===== config.mk =====
export PLATFORM = sky130hd
export DESIGN_NAME = deadline_timer_queue
export DESIGN_NICKNAME = d
export VERILOG_FILES = /design/src/rtl/core/dtq_pkg.sv /design/src/rtl/core/dtq_ram.sv /design/src/rtl/core/dtq_unit.sv /design/src/rtl/core/deadline_timer_queue.sv
export SDC_FILE = /design/constraint.sdc
export NUM_CORES = 1
export LEC_CHECK = 0
export BUFFER_PORTS_ARGS = -buffer_cell sky130_fd_sc_hd__buf_2
export CAP_MARGIN = 25
export CORE_MARGIN = 5
export CORE_UTILIZATION = 66
export CTS_BUF_LIST = sky130_fd_sc_hd__clkbuf_8 sky130_fd_sc_hd__clkbuf_16
export CTS_CLUSTER_DIAMETER = 150
export CTS_CLUSTER_SIZE = 14
export DETAILED_ROUTE_END_ITERATION = 7
export GPL_ROUTABILITY_DRIVEN = 0
export PLACE_DENSITY_LB_ADDON = 0.08
export REMOVE_ABC_BUFFERS = 1
export SETUP_SLACK_MARGIN = 0.3
export SYNTH_ARGS = -nofsm -noshare
export SYNTH_HDL_FRONTEND = slang
export SYNTH_SLANG_ARGS = --single-unit

===== constraint.sdc =====
create_clock -name i_clk -period 15.5 [get_ports i_clk]
set_clock_uncertainty 0.15 [all_clocks]
set_input_delay 0.775 -clock i_clk [delete_from_list [all_inputs] [get_ports i_clk]]
set_output_delay 0.775 -clock i_clk [all_outputs]
set_load 0.05 [all_outputs]

===== src/rtl/core/dtq_pkg.sv =====
// ----------------------------------------------------------------------------
// Deadline timer queue package
// Shared defaults, operation codes and result kinds.
// ----------------------------------------------------------------------------
package dtq_pkg;

    localparam int DEF_QUEUE_DEPTH = 16;
    localparam int DEF_ID_BITS     = 8;
    localparam int DEF_TIME_BITS   = 32;

    // Operation carried by an input beat.
    localparam logic OP_ADD  = 1'b0;
    localparam logic OP_TICK = 1'b1;

    // Kind of a result beat.
    typedef enum logic [1:0] {
        KIND_ACCEPTED = 2'd0,
        KIND_DROPPED  = 2'd1,
        KIND_FIRED    = 2'd2
    } t_kind;

endpackage


===== src/rtl/core/dtq_ram.sv =====
// ----------------------------------------------------------------------------
// Generic RAM
// One write port and one read port with registered, enabled read data.
// ----------------------------------------------------------------------------
module dtq_ram #(
    parameter int WIDTH = 8,
    parameter int DEPTH = 16,
    localparam int AW   = (DEPTH > 1) ? $clog2(DEPTH) : 1
) (
    input  logic             i_clk,
    input  logic             i_wr_en,
    input  logic [AW-1:0]    i_wr_addr,
    input  logic [WIDTH-1:0] i_wr_data,
    input  logic             i_rd_en,
    input  logic [AW-1:0]    i_rd_addr,
    output logic [WIDTH-1:0] o_rd_data
);

    logic [WIDTH-1:0] r_mem [DEPTH];
    logic [WIDTH-1:0] r_rd_data;

    always_ff @(posedge i_clk) begin
        if (i_wr_en) begin
            r_mem[i_wr_addr] <= i_wr_data;
        end
        if (i_rd_en) begin
            r_rd_data <= r_mem[i_rd_addr];
        end
    end

    assign o_rd_data = r_rd_data;

endmodule


===== src/rtl/core/dtq_unit.sv =====
// ----------------------------------------------------------------------------
// Shared address and compare unit
// Maps a queue position to a RAM address around the ring and compares a
// stored due time against the current key.
// ----------------------------------------------------------------------------
module dtq_unit #(
    parameter int QUEUE_DEPTH = dtq_pkg::DEF_QUEUE_DEPTH,
    parameter int TIME_BITS   = dtq_pkg::DEF_TIME_BITS,
    localparam int AW = $clog2(QUEUE_DEPTH),
    localparam int CW = $clog2(QUEUE_DEPTH + 1),
    localparam int SW = $clog2(2 * QUEUE_DEPTH)
) (
    input  logic [AW-1:0]        i_head,
    input  logic [CW-1:0]        i_index,
    input  logic [TIME_BITS-1:0] i_due,
    input  logic [TIME_BITS-1:0] i_key,
    output logic [AW-1:0]        o_addr,
    output logic                 o_due_le
);

    logic [SW-1:0] sum;
    logic [SW-1:0] wrapped;

    // The sum stays below twice the depth, so one subtract folds it back.
    always_comb begin
        sum = SW'(i_head) + SW'(i_index);
        if (sum >= SW'(QUEUE_DEPTH)) begin
            wrapped = sum - SW'(QUEUE_DEPTH);
        end else begin
            wrapped = sum;
        end
    end

    assign o_addr   = wrapped[AW-1:0];
    assign o_due_le = (i_due <= i_key);

endmodule


===== src/rtl/core/deadline_timer_queue.sv =====
// ----------------------------------------------------------------------------
// Deadline timer queue
// Holds pending tasks in due-time order and releases the due ones on a tick.
// ----------------------------------------------------------------------------
//
//  Channel   Dir  Handshake          Payload
//  input     in   i_valid / o_stall  i_opcode, i_task_id, i_due_time, i_now_time
//  result    out  o_valid / i_stall  o_kind, o_task_id_out, o_due_time_out, o_last
//
//  An add moves each later task up one slot and then writes the new task; when
//  the queue is full it drops the task. A tick pops the due tasks from the head
//  and sends nothing when none is due. Entries pass one at a time through the
//  one RAM read port and shared compare unit. Reset clears the sequencer, count,
//  head, pending flag and result valid; a result stall can hold the sequencer,
//  and the input stays stalled until the last beat, if any, loads.
// ----------------------------------------------------------------------------
module deadline_timer_queue #(
    parameter int QUEUE_DEPTH = dtq_pkg::DEF_QUEUE_DEPTH,
    parameter int ID_BITS     = dtq_pkg::DEF_ID_BITS,
    parameter int TIME_BITS   = dtq_pkg::DEF_TIME_BITS
) (
    input  logic                 i_clk,
    input  logic                 i_rst_n,
    // Input channel
    input  logic                 i_valid,
    output logic                 o_stall,
    input  logic                 i_opcode,
    input  logic [ID_BITS-1:0]   i_task_id,
    input  logic [TIME_BITS-1:0] i_due_time,
    input  logic [TIME_BITS-1:0] i_now_time,
    // Result channel
    output logic                 o_valid,
    input  logic                 i_stall,
    output logic [1:0]           o_kind,
    output logic [ID_BITS-1:0]   o_task_id_out,
    output logic [TIME_BITS-1:0] o_due_time_out,
    output logic                 o_last
);

    localparam int AW = $clog2(QUEUE_DEPTH);
    localparam int CW = $clog2(QUEUE_DEPTH + 1);
    localparam int EW = ID_BITS + TIME_BITS;

    // Sequencer states. Add walks from the tail toward the head, moving
    // later tasks up by one place until the new task's slot is found. Tick
    // pops from the head while the head task is due; a popped task is held
    // back one step so that its last marker is known when it is sent.
    typedef enum logic [2:0] {
        S_IDLE,
        S_ADD_RD,
        S_ADD_CMP,
        S_ADD_WR,
        S_TICK_RD,
        S_TICK_CMP,
        S_FIN
    } t_state;

    t_state                r_state, n_state;
    logic [AW-1:0]         r_head, n_head;
    logic [CW-1:0]         r_count, n_count;
    logic [CW-1:0]         r_hole, n_hole;
    logic [TIME_BITS-1:0]  r_key, n_key;
    logic [ID_BITS-1:0]    r_new_id, n_new_id;
    // Result held back until the next one or the end is known.
    logic                  r_pend, n_pend;
    dtq_pkg::t_kind        r_pend_kind, n_pend_kind;
    logic [ID_BITS-1:0]    r_pend_id, n_pend_id;
    logic [TIME_BITS-1:0]  r_pend_due, n_pend_due;
    // Result register toward the output channel.
    logic                  r_out_valid;
    dtq_pkg::t_kind        r_out_kind;
    logic [ID_BITS-1:0]    r_out_id;
    logic [TIME_BITS-1:0]  r_out_due;
    logic                  r_out_last;

    logic                  push;
    logic                  push_last;
    logic                  out_free;

    logic [CW-1:0]         u_index;
    logic [AW-1:0]         u_addr;
    logic                  u_due_le;

    logic                  ram_wr_en;
    logic [EW-1:0]         ram_wr_data;
    logic                  ram_rd_en;
    logic [EW-1:0]         ram_rd_data;
    logic [ID_BITS-1:0]    rd_id;
    logic [TIME_BITS-1:0]  rd_due;

    assign rd_id  = ram_rd_data[EW-1:TIME_BITS];
    assign rd_due = ram_rd_data[TIME_BITS-1:0];

    // The result register can take a new beat when it is empty or when its
    // current beat leaves at this edge.
    assign out_free = !r_out_valid || !i_stall;

    // Task storage: one entry per ring slot, identifier above due time.
    dtq_ram #(
        .WIDTH (EW),
        .DEPTH (QUEUE_DEPTH)
    ) u_ram (
        .i_clk     (i_clk),
        .i_wr_en   (ram_wr_en),
        .i_wr_addr (u_addr),
        .i_wr_data (ram_wr_data),
        .i_rd_en   (ram_rd_en),
        .i_rd_addr (u_addr),
        .o_rd_data (ram_rd_data)
    );

    // The one address and compare unit, steered by the sequencer.
    dtq_unit #(
        .QUEUE_DEPTH (QUEUE_DEPTH),
        .TIME_BITS   (TIME_BITS)
    ) u_unit (
        .i_head   (r_head),
        .i_index  (u_index),
        .i_due    (rd_due),
        .i_key    (r_key),
        .o_addr   (u_addr),
        .o_due_le (u_due_le)
    );

    // Which queue position the unit addresses in each state. While popping,
    // position one becomes the new head.
    always_comb begin
        unique case (r_state) inside
            S_ADD_RD:   u_index = r_hole - CW'(1);
            S_ADD_CMP,
            S_ADD_WR:   u_index = r_hole;
            S_TICK_CMP: u_index = CW'(1);
            default:    u_index = '0;
        endcase
    end

    always_comb begin
        n_state     = r_state;
        n_head      = r_head;
        n_count     = r_count;
        n_hole      = r_hole;
        n_key       = r_key;
        n_new_id    = r_new_id;
        n_pend      = r_pend;
        n_pend_kind = r_pend_kind;
        n_pend_id   = r_pend_id;
        n_pend_due  = r_pend_due;
        push        = 1'b0;
        push_last   = 1'b0;
        ram_wr_en   = 1'b0;
        ram_wr_data = {r_new_id, r_key};
        ram_rd_en   = 1'b0;

        unique case (r_state)
            S_IDLE: begin
                if (i_valid) begin
                    if (i_opcode == dtq_pkg::OP_ADD) begin
                        n_key    = i_due_time;
                        n_new_id = i_task_id;
                        if (r_count == CW'(QUEUE_DEPTH)) begin
                            // Queue is full: echo the task back as dropped.
                            n_pend      = 1'b1;
                            n_pend_kind = dtq_pkg::KIND_DROPPED;
                            n_pend_id   = i_task_id;
                            n_pend_due  = i_due_time;
                            n_state     = S_FIN;
                        end else begin
                            n_hole  = r_count;
                            n_state = S_ADD_RD;
                        end
                    end else begin
                        n_key   = i_now_time;
                        n_state = S_TICK_RD;
                    end
                end
            end

            S_ADD_RD: begin
                if (r_hole == '0) begin
                    n_state = S_ADD_WR;
                end else begin
                    ram_rd_en = 1'b1;
                    n_state   = S_ADD_CMP;
                end
            end

            S_ADD_CMP: begin
                if (u_due_le) begin
                    // Entry below the hole is due no later: the hole is the slot.
                    n_state = S_ADD_WR;
                end else begin
                    ram_wr_en   = 1'b1;
                    ram_wr_data = ram_rd_data;
                    n_hole      = r_hole - CW'(1);
                    n_state     = S_ADD_RD;
                end
            end

            S_ADD_WR: begin
                ram_wr_en   = 1'b1;
                n_count     = r_count + CW'(1);
                n_pend      = 1'b1;
                n_pend_kind = dtq_pkg::KIND_ACCEPTED;
                n_pend_id   = r_new_id;
                n_pend_due  = r_key;
                n_state     = S_FIN;
            end

            S_TICK_RD: begin
                if (r_count == '0) begin
                    n_state = r_pend ? S_FIN : S_IDLE;
                end else begin
                    ram_rd_en = 1'b1;
                    n_state   = S_TICK_CMP;
                end
            end

            S_TICK_CMP: begin
                if (u_due_le) begin
                    // Another task is due, so the held one is not the last.
                    if (!r_pend || out_free) begin
                        push        = r_pend;
                        n_pend      = 1'b1;
                        n_pend_kind = dtq_pkg::KIND_FIRED;
                        n_pend_id   = rd_id;
                        n_pend_due  = rd_due;
                        n_head      = u_addr;
                        n_count     = r_count - CW'(1);
                        n_state     = S_TICK_RD;
                    end
                end else begin
                    n_state = r_pend ? S_FIN : S_IDLE;
                end
            end

            S_FIN: begin
                if (out_free) begin
                    push      = 1'b1;
                    push_last = 1'b1;
                    n_pend    = 1'b0;
                    n_state   = S_IDLE;
                end
            end

            default: begin
                n_state = S_IDLE;
            end
        endcase
    end

    always_ff @(posedge i_clk) begin
        if (!i_rst_n) begin
            r_state     <= S_IDLE;
            r_head      <= '0;
            r_count     <= '0;
            r_pend      <= 1'b0;
            r_out_valid <= 1'b0;
        end else begin
            r_state <= n_state;
            r_head  <= n_head;
            r_count <= n_count;
            r_pend  <= n_pend;
            if (push) begin
                r_out_valid <= 1'b1;
            end else if (!i_stall) begin
                r_out_valid <= 1'b0;
            end
        end
        r_hole      <= n_hole;
        r_key       <= n_key;
        r_new_id    <= n_new_id;
        r_pend_kind <= n_pend_kind;
        r_pend_id   <= n_pend_id;
        r_pend_due  <= n_pend_due;
        if (push) begin
            r_out_kind <= r_pend_kind;
            r_out_id   <= r_pend_id;
            r_out_due  <= r_pend_due;
            r_out_last <= push_last;
        end
    end

    assign o_stall        = (r_state != S_IDLE);
    assign o_valid        = r_out_valid;
    assign o_kind         = r_out_kind;
    assign o_task_id_out  = r_out_id;
    assign o_due_time_out = r_out_due;
    assign o_last         = r_out_last;

endmodule


==> reports/results.txt, run 1 <==
The master cell of the clock root buffer is sky130_fd_sc_hd__clkbuf_16. The floorplan step defined a die boundary enclosing 54,300 um2. The run gives 0 as the remaining antenna violation count. Across the run, the number of max-cap violations was 0.

The run gives 11.9 nW as the reported leakage power. Setup repair after global routing left no endpoint under its margin. The tools report the number of placed cells counting well taps as 2,334. For this run, the leading register cell type out of synthesis is sky130_fd_sc_hd__edfxtp_1.

In this run the mean area of a mapped cell was 20.6 um2. The ratio of routed vias to standard cells is 6.69. Summed over all layers, the global routing overflow is 0. The core region is 49,100 um2. Synthesis inferred 824 register bits. TritonCTS built the clock tree.

The floorplan has 81 rows. After clock tree synthesis, the clock-pin slew on the worst setup and hold paths is 0.07 ns. The category of the worst setup path capture point is a flop. At the pin with the least slew margin, the transition time is 1.07 ns. Counting instances in the post-synthesis netlist gives the leading cell types as sky130_fd_sc_hd__edfxtp_1 (810), sky130_fd_sc_hd__mux4_2 (200), sky130_fd_sc_hd__nand2_1 (107).

The portion of synthesized cell area occupied by the leading cell type works out to 74.1%. The number of hold-slack violations in the final timing report was 0; the floorplan die width was 233 um. Average routed wire per standard cell: 30.2 um. Pin placement for this block handled 122 I/O pins. Counting the buffers created by CTS gives 68. The highest ir drop seen on vdd was 92.1 uV; the number of buffer cells added on primary ports was 121.

The post-CTS repair timing setup buffer count is 0, and the final cell utilization of the core is 73.8%. The share of final-layout standard cells stronger than drive strength 1 is 30.5%, and the total routing usage reported by global routing is 27.7%. In this run the worst path has a maximum fanout of 75.

The flow ran to the end, and the final reports show no timing, DRC or antenna violations. The pin count of the biggest net entering global routing is 76. The detailed-router iteration count before antenna repair is 6, and the final critical-path required period is 5.89 ns. For the upper clock frequency limit, the log shows 170 MHz. The total number of yosys warnings was 0. The run gives 16,600 as the number of global-route vias before repair.

In the synthesized netlist the async set-or-reset flop fraction comes to 0%. The area added between synthesis and finish is 10.3%. STA classifies the critical path startpoint as a flop. The tightest hold path in the finished design has a slack of 0.226 ns. The tools report the number of violations reported at the end of detailed-routing iteration 0 as 1,976. The power density over the cells is 132 nW/um2. Of all cell types, the one taking the most synthesized area is sky130_fd_sc_hd__edfxtp_1. Classification of the worst setup path: flop to flop. The tools report the sum of routed wire length over all layers as 72,700 um.

The run gives 32,800 um2 as the netlist area before placement. After synthesis, the cell types taking the most area are sky130_fd_sc_hd__edfxtp_1 (74%), sky130_fd_sc_hd__mux4_2 (14%), sky130_fd_sc_hd__mux2_2 (2.2%). The number of H-tree branching levels is 3.

After routing, the total negative slack on setup checks comes to 0 ns. The logs give 1,861 for the total number of nets in the final design and 40,900 um for the total half-perimeter wirelength after legalization and detailed placement. The share of the yosys chip area belonging to registers was 75.0%. Fill cells in the final layout number 2,842.

The floorplan die height works out to 233 um. The synthesized netlist contains 63 unique library cells. The detailed router placed 16,100 vias in this run. The first global-routing pass estimated 108,000 um of wire.

After detailed routing, the number of remaining DRC violations is 0. The synthesized design contains 810 enable-type register cells. After clock tree synthesis, the repair step resized 0 gates. The longest clock path from root to sink contains 3 buffers.

The number of hold buffers added after CTS was 0. The remaining max-slew budget at the tightest pin was 28.6%; the antenna diode count was 0. For this configuration, the core starts out at a cell density of 66.9%. The later-pin clock latency in the skew report is 0.60 ns, and the non-filler instance count after layout is 2,412. The run gives 6.07 ns as the data arrival time of the critical path. Clock net sink count: 824. By instance count, the leading cell after synthesis is sky130_fd_sc_hd__edfxtp_1. The tightest min-delay check is of the input port to flop type. Setup violations remaining at the end of the flow were counted as 0. The number of antenna violations at the first check in global routing came out at 0. For the worst setup path, the data required time is 15.68 ns. The total chip power was 4.77 mW; the number of standard cells after synthesis was 1,590. Final max-slew violation count: 0.

Dividing the final minimum period by the clock period gives 38.0%.
[where the power goes]
group	switching (mW)	leakage (nW)	internal, mW
logic	0.361	3.55	0.286
registers	0.0398	7.42	2.57
clock network	0.714	0.892	0.799
[metal layers]
layer / vias to the layer above / routed length, um / track usage [%]
li1: 6783 / - / -
met1: 8372 / 28700 / 40.8
met2: 886 / 36100 / 44.5
met3: 103 / 6250 / 4.73
met4: 0 / 1640 / 7.24
met5: - / 0 / 0
[placed cells by master (no fill, tap or decap), drive strengths merged, types with 7 or more instances in the layout]
cell	netlist	routed
edfxtp	810	810
mux4	200	200
buf	20	157
nand2	109	109
mux2	72	72
clkbuf	55	70
inv	47	51
a22oi	43	43
ha	40	40
nor2	36	36
a21oi	28	28
dfxtp	14	14
o21ai	14	14
nand3	12	12
nand4	9	9
nand2b	8	8
xnor2	7	7
[metrics by stage]
stage	worst slack [ns]	instance area [um2]
finish	9.61	36200
detailed placement	9.50	34400
floorplan	5.32	32500
global route	9.32	36200
global placement	9.74	34400
CTS	9.49	36200
[flip-flops by register name, summed over array words and instances (netlist names), 8 cells and up]
register	flops
o_task_id_out	8
o_due_time_out	32
r_pend_id	8
r_key	32
r_new_id	8
r_pend_due	32
u_ram.o_rd_data	40
u_ram.r_mem	640
[final cells by class]
| class | count | area (um2) | share of cell area, % |
|---|---|---|---|
| flip-flops and latches | 824 | 24600 | 67.9 |
| repair buffers | 157 | 921 | 2.54 |
| multi-input cells | 644 | 7900 | 21.8 |
| well taps | 664 | 831 | 2.29 |
| clock inverters | 6 | 35.0 | 0.0967 |
| clock buffers | 70 | 1750 | 4.84 |
| inverters | 47 | 176 | 0.487 |
[critical path, cell delays in order, from the launching register on]
cell	delay, ns
sky130_fd_sc_hd__dfxtp_1	0.72
sky130_fd_sc_hd__inv_1	0.25
sky130_fd_sc_hd__nor2_1	0.25
sky130_fd_sc_hd__o21ai_0	0.17
sky130_fd_sc_hd__nand2_1	0.15
sky130_fd_sc_hd__ha_4	0.14
sky130_fd_sc_hd__inv_1	0.05
sky130_fd_sc_hd__fa_4	1.05
sky130_fd_sc_hd__buf_4	0.50
sky130_fd_sc_hd__buf_12	0.32
sky130_fd_sc_hd__buf_4	0.87
sky130_fd_sc_hd__mux4_2	0.44
sky130_fd_sc_hd__mux4_2	0.49
[cell families after synthesis]
group,Yosys count,synth area share [%]
buffers and inverters,122,1.55
muxes,277,16.3
DFF,824,75.0
and+or+nand+nor,198,2.75
AOI/OAI and AO/OA,118,2.50
xor gates and xnor gates,9,0.263
adders and majority gates,42,1.65
[final timing paths]
path                                 from                             to  slack [ns]  depth (start not counted)
setup reg to reg  r_state[0]$_SDFFE_PN0P_  u_ram.o_rd_data[26]$_DFFE_PP_        9.61                         12
setup / recovery  r_state[0]$_SDFFE_PN0P_  u_ram.o_rd_data[26]$_DFFE_PP_        9.61                         12
hold reg to reg   r_pend_due[1]$_DFFE_PP_    o_due_time_out[1]$_DFFE_PP_        0.27                          0
hold / removal               i_task_id[1]          r_new_id[1]$_DFFE_PP_        0.23                          1
(Power assumes the default switching activity.)
==> run 2: changes to the inputs <==
--- a/config.mk
+++ b/config.mk
@@ -8,7 +8,7 @@
 export BUFFER_PORTS_ARGS = -buffer_cell sky130_fd_sc_hd__buf_2
 export CAP_MARGIN = 25
 export CORE_MARGIN = 5
-export CORE_UTILIZATION = 66
+export CORE_UTILIZATION = 56
 export CTS_BUF_LIST = sky130_fd_sc_hd__clkbuf_8 sky130_fd_sc_hd__clkbuf_16
 export CTS_CLUSTER_DIAMETER = 150
 export CTS_CLUSTER_SIZE = 14
==> constraint.sdc (replaced) <==
create_clock -name i_clk -period 5.37 [get_ports i_clk]
set_clock_uncertainty 0.15 [all_clocks]
set_input_delay 0.2685 -clock i_clk [delete_from_list [all_inputs] [get_ports i_clk]]
set_output_delay 0.2685 -clock i_clk [all_outputs]
set_load 0.05 [all_outputs]
==> run 2 against run 1 <==
Maximum frequency grew 30%; final cell count up 8.5%; count of clock-buffer cells in the layout fell by 1; via count increased by 2.5%; routed wire length grew 5.8%; power rose to 2.9 times the previous value; clock power grew to 2.9 times the previous value; die area is 17% higher; sequential share of layout area decreased by 2.2 points; critical path type unchanged; critical endpoint is now u_ram.r_mem[15][5]$_DFFE_PP_.
==> reports/results.txt, run 2 (same netlist as run 1, synthesis figures left out) <==
Once detail routing completed, the nets flagged for antenna violations numbered 0. The run gives 4.66 ns as the data arrival time of the critical path. Across the whole layout, storage elements account for 24,600 um2. Summed over all layers, the routed wires come to 77,000 um. Grouping stages by cell kind, the critical path spends the most delay in compound AO/OA/AOI/OAI gates. The later-pin clock latency in the skew report was 0.61 ns; the fraction of the cycle the final worst path needs was 84.6%.

The number of buffer cells added on primary ports works out to 121. The tools report the multi-input gate area in the final layout as 7900 um2. The dominant cell type by count on the critical path is sky130_fd_sc_hd__nand2_2. The logs give 12.3 nW for the reported leakage power and 30.0% for the remaining max-slew budget at the tightest pin. On the worst path, the slowest cell contributes a delay of 0.94 ns.

For the worst setup path, the data required time is 5.48 ns. The number of global-route vias before repair was 17,000; the final critical-path required period was 4.55 ns. The power density over the cells was 370 nW/um2.

The max-capacitance violation count was 0; the clock net sink count was 824. The run gives 68 as the number of buffers created by CTS. The logs give 56.7% for the initial standard-cell utilization of the core and 0 for the total setup violations reported at the end of the flow. Detailed placement ended at an HPWL of 44,800 um.

Relative to the synthesized area, the layout overhead comes to 14.0%. The element type at the critical path start was a flop. The tightest hold path in the finished design has a slack of 0.0554 ns. Along the worst path, the maximum fanout reaches 24. The proportion of power drawn by combinational gates was 14.1%; the global-route wire length before repair was 114,000 um. For the number of antenna violations at the first check in global routing, the log shows 0.

Setup slack on the worst reg-to-reg path comes out at 0.82 ns. The tools report the hold buffer count at cts as 79. The tools report the pin count of the biggest net entering global routing as 70.

The antenna diode count was 0. The worst hold path terminates at r_head[0]$_SDFFE_PN0P_. The most common library cell in the layout ignoring fill and taps is sky130_fd_sc_hd__edfxtp_1.

The logs give 0 for the total grt overflow and 0 for the final max-slew violation count. From left edge to right edge, the die measures 252 um. Leaving out fill and tap cells, the most frequent cells in the layout are sky130_fd_sc_hd__edfxtp_1 (810), sky130_fd_sc_hd__mux4_2 (200), sky130_fd_sc_hd__buf_2 (121), sky130_fd_sc_hd__nand2_1 (105), sky130_fd_sc_hd__dlygate4sd3_1 (79).

Sequential cells account for 54.3% of the total power. Walking the worst path, the cells encountered are ha_1 > nand4_1 > a2111oi_0 > o311ai_2 > nand2_2 > nand2_2 > buf_12 > mux2_1. The average routed wire per standard cell was 29.4 um; the layout filler cell count was 3,950. The end of the worst register-to-register path was u_ram.r_mem[15][5]$_DFFE_PP_.

Per report_power, the clock group accounts for 31.6% of the total. The tools report the highest ir drop seen on vdd as 334 uV. The total number of nets in the final design is 1,964, and the net switching fraction of the power is 23.7%.

Number of cells on the worst hold path: 5. Category of the worst setup path capture point: a flop. Clock-pin slew was measured on the worst setup and hold paths at 0.07 ns.

After floorplanning, the core was sized to cover 57,900 um2. For the number of hold-slack violations in the final timing report, the log shows 0. The slowest stage of the critical path is the sky130_fd_sc_hd__a2111oi_0 cell. The number of setup buffers added after CTS is 0. TritonCTS built the clock tree. The number of flip-flops in the largest register is 640.

Ranked by flip-flop count, first place goes to u_ram.r_mem. The tools report the upper clock frequency limit as 220 MHz. Using the TritonRoute via totals, the vias-per-cell ratio works out to 6.32. Counting buffers and inverters, the worst setup path is 8 cells deep. In this run the critical register-to-register path is launched from u_ram.o_rd_data[14]$_DFFE_PP_. The logs give 63,600 um2 for the area enclosed by the die boundary and 122 for the count of pins on the block boundary.

In this run the power spent charging and discharging nets is 3.28 mW. The critical path is of the flop to flop type. For the final routed database, the setup TNS stands at 0 ns. Launch point of the worst hold path: i_stall. For the internal power component, the log shows 10.6 mW. The run finished with clean final reports. The total routing usage reported by global routing is 24.5%. For the pin with the worst max-slew slack, the measured transition is 1.05 ns. The number of H-tree branching levels is 3. The path class of the tightest hold or removal check is input port to flop. Total chip power: 13.8 mW. After the first detailed-routing iteration, the DRC count stood at 1,727. The number of placement rows came out at 88. The master cell of the clock root buffer was sky130_fd_sc_hd__clkbuf_16. The final route contains 16,500 vias. The count of cells resized by post-cts repair was 0; the share of final-layout standard cells stronger than drive strength 1 was 30.1%. The number of buffer and inverter stages on the critical path works out to 1.

The number of cells on the worst reg-to-reg path is 8. In this run the deepest clock path goes through 3 buffers. Setup repair after global routing left no endpoint under its margin.

The die is 252 um tall. The detailed-router iteration count before antenna repair is 6. The DRC violation count after routing was 0.
-- run 2: cell count changes in the layout (fill, tap and decap cells not counted) --
cell                            before  now
sky130_fd_sc_hd__dlygate4sd3_1       0   79
sky130_fd_sc_hd__buf_4              33   47
sky130_fd_sc_hd__buf_12              2   13
sky130_fd_sc_hd__inv_6               0    2
sky130_fd_sc_hd__buf_16              1    0
sky130_fd_sc_hd__clkbuf_16          70   69
sky130_fd_sc_hd__clkinv_8            1    0
sky130_fd_sc_hd__inv_1              50   51
sky130_fd_sc_hd__nand2_2             3    4
sky130_fd_sc_hd__nand2_4             1    0
-- run 2: worst reg2reg max path: stages (launching register included) --
cell	delay, ns
sky130_fd_sc_hd__edfxtp_1	0.45
sky130_fd_sc_hd__ha_1	0.39
sky130_fd_sc_hd__nand4_1	0.33
sky130_fd_sc_hd__a2111oi_0	0.95
sky130_fd_sc_hd__o311ai_2	0.35
sky130_fd_sc_hd__nand2_2	0.23
sky130_fd_sc_hd__nand2_2	0.43
sky130_fd_sc_hd__buf_12	0.38
sky130_fd_sc_hd__mux2_1	0.55
-- run 2: worst max path at each step --
stage | start | to | slack (ns)
floorplan | r_state[0]$_SDFFE_PN0P_ | u_ram.r_mem[7][0]$_DFFE_PP_ | -4.81
global placement | r_key[14]$_DFFE_PP_ | u_ram.r_mem[10][26]$_DFFE_PP_ | 0.78
detailed placement | r_key[14]$_DFFE_PP_ | u_ram.r_mem[13][5]$_DFFE_PP_ | 0.78
CTS | r_key[14]$_DFFE_PP_ | u_ram.r_mem[0][5]$_DFFE_PP_ | 0.75
global route | r_state[0]$_SDFFE_PN0P_ | u_ram.r_mem[6][9]$_DFFE_PP_ | 0.57
finish | u_ram.o_rd_data[14]$_DFFE_PP_ | u_ram.r_mem[15][5]$_DFFE_PP_ | 0.82
-- run 2: per-stage QoR --
stage / area (um2) / util [%] / setup slack [ns] / instances
final: 37400 / 64.6 / 0.825 / 2617
after global routing: 37400 / 64.6 / 0.574 / 2617
after CTS: 37400 / 64.6 / 0.752 / 2617
after detailed placement: 34900 / 60.2 / 0.783 / 2461
after global placement: 34900 / 60.2 / 0.778 / 2461
after floorplan: 32500 / - / -4.81 / 1515
-- run 2: per-layer routing --
layer / global-route usage, % / up-vias / share of wire, %
met3: 4.02 / 87 / 7.1
met4: 4.82 / 0 / 1.6
met2: 39.1 / 617 / 49
met5: 0 / - / 0
met1: 37.0 / 8823 / 43
li1: - / 7017 / -
-- run 2: cell type report --
cell class	instances	area share, %
multi-input combinational	644	21.1
inverter	47	0.472
clock buffer	69	4.62
sequential	824	65.8
timing repair buffer	260	5.37
clock inverter	8	0.107
tap	765	2.56
-- run 2: power groups by stage --
stage                     Combinational, mW  Sequential, mW  Clock, mW
final                                  1.95            7.52       4.37
after global routing                   2.10            7.53       4.72
after CTS                              1.97            7.52       4.48
after detailed placement               1.92            7.66          0
after global placement                 1.89            7.66          0
after floorplan                        1.53            7.62          0
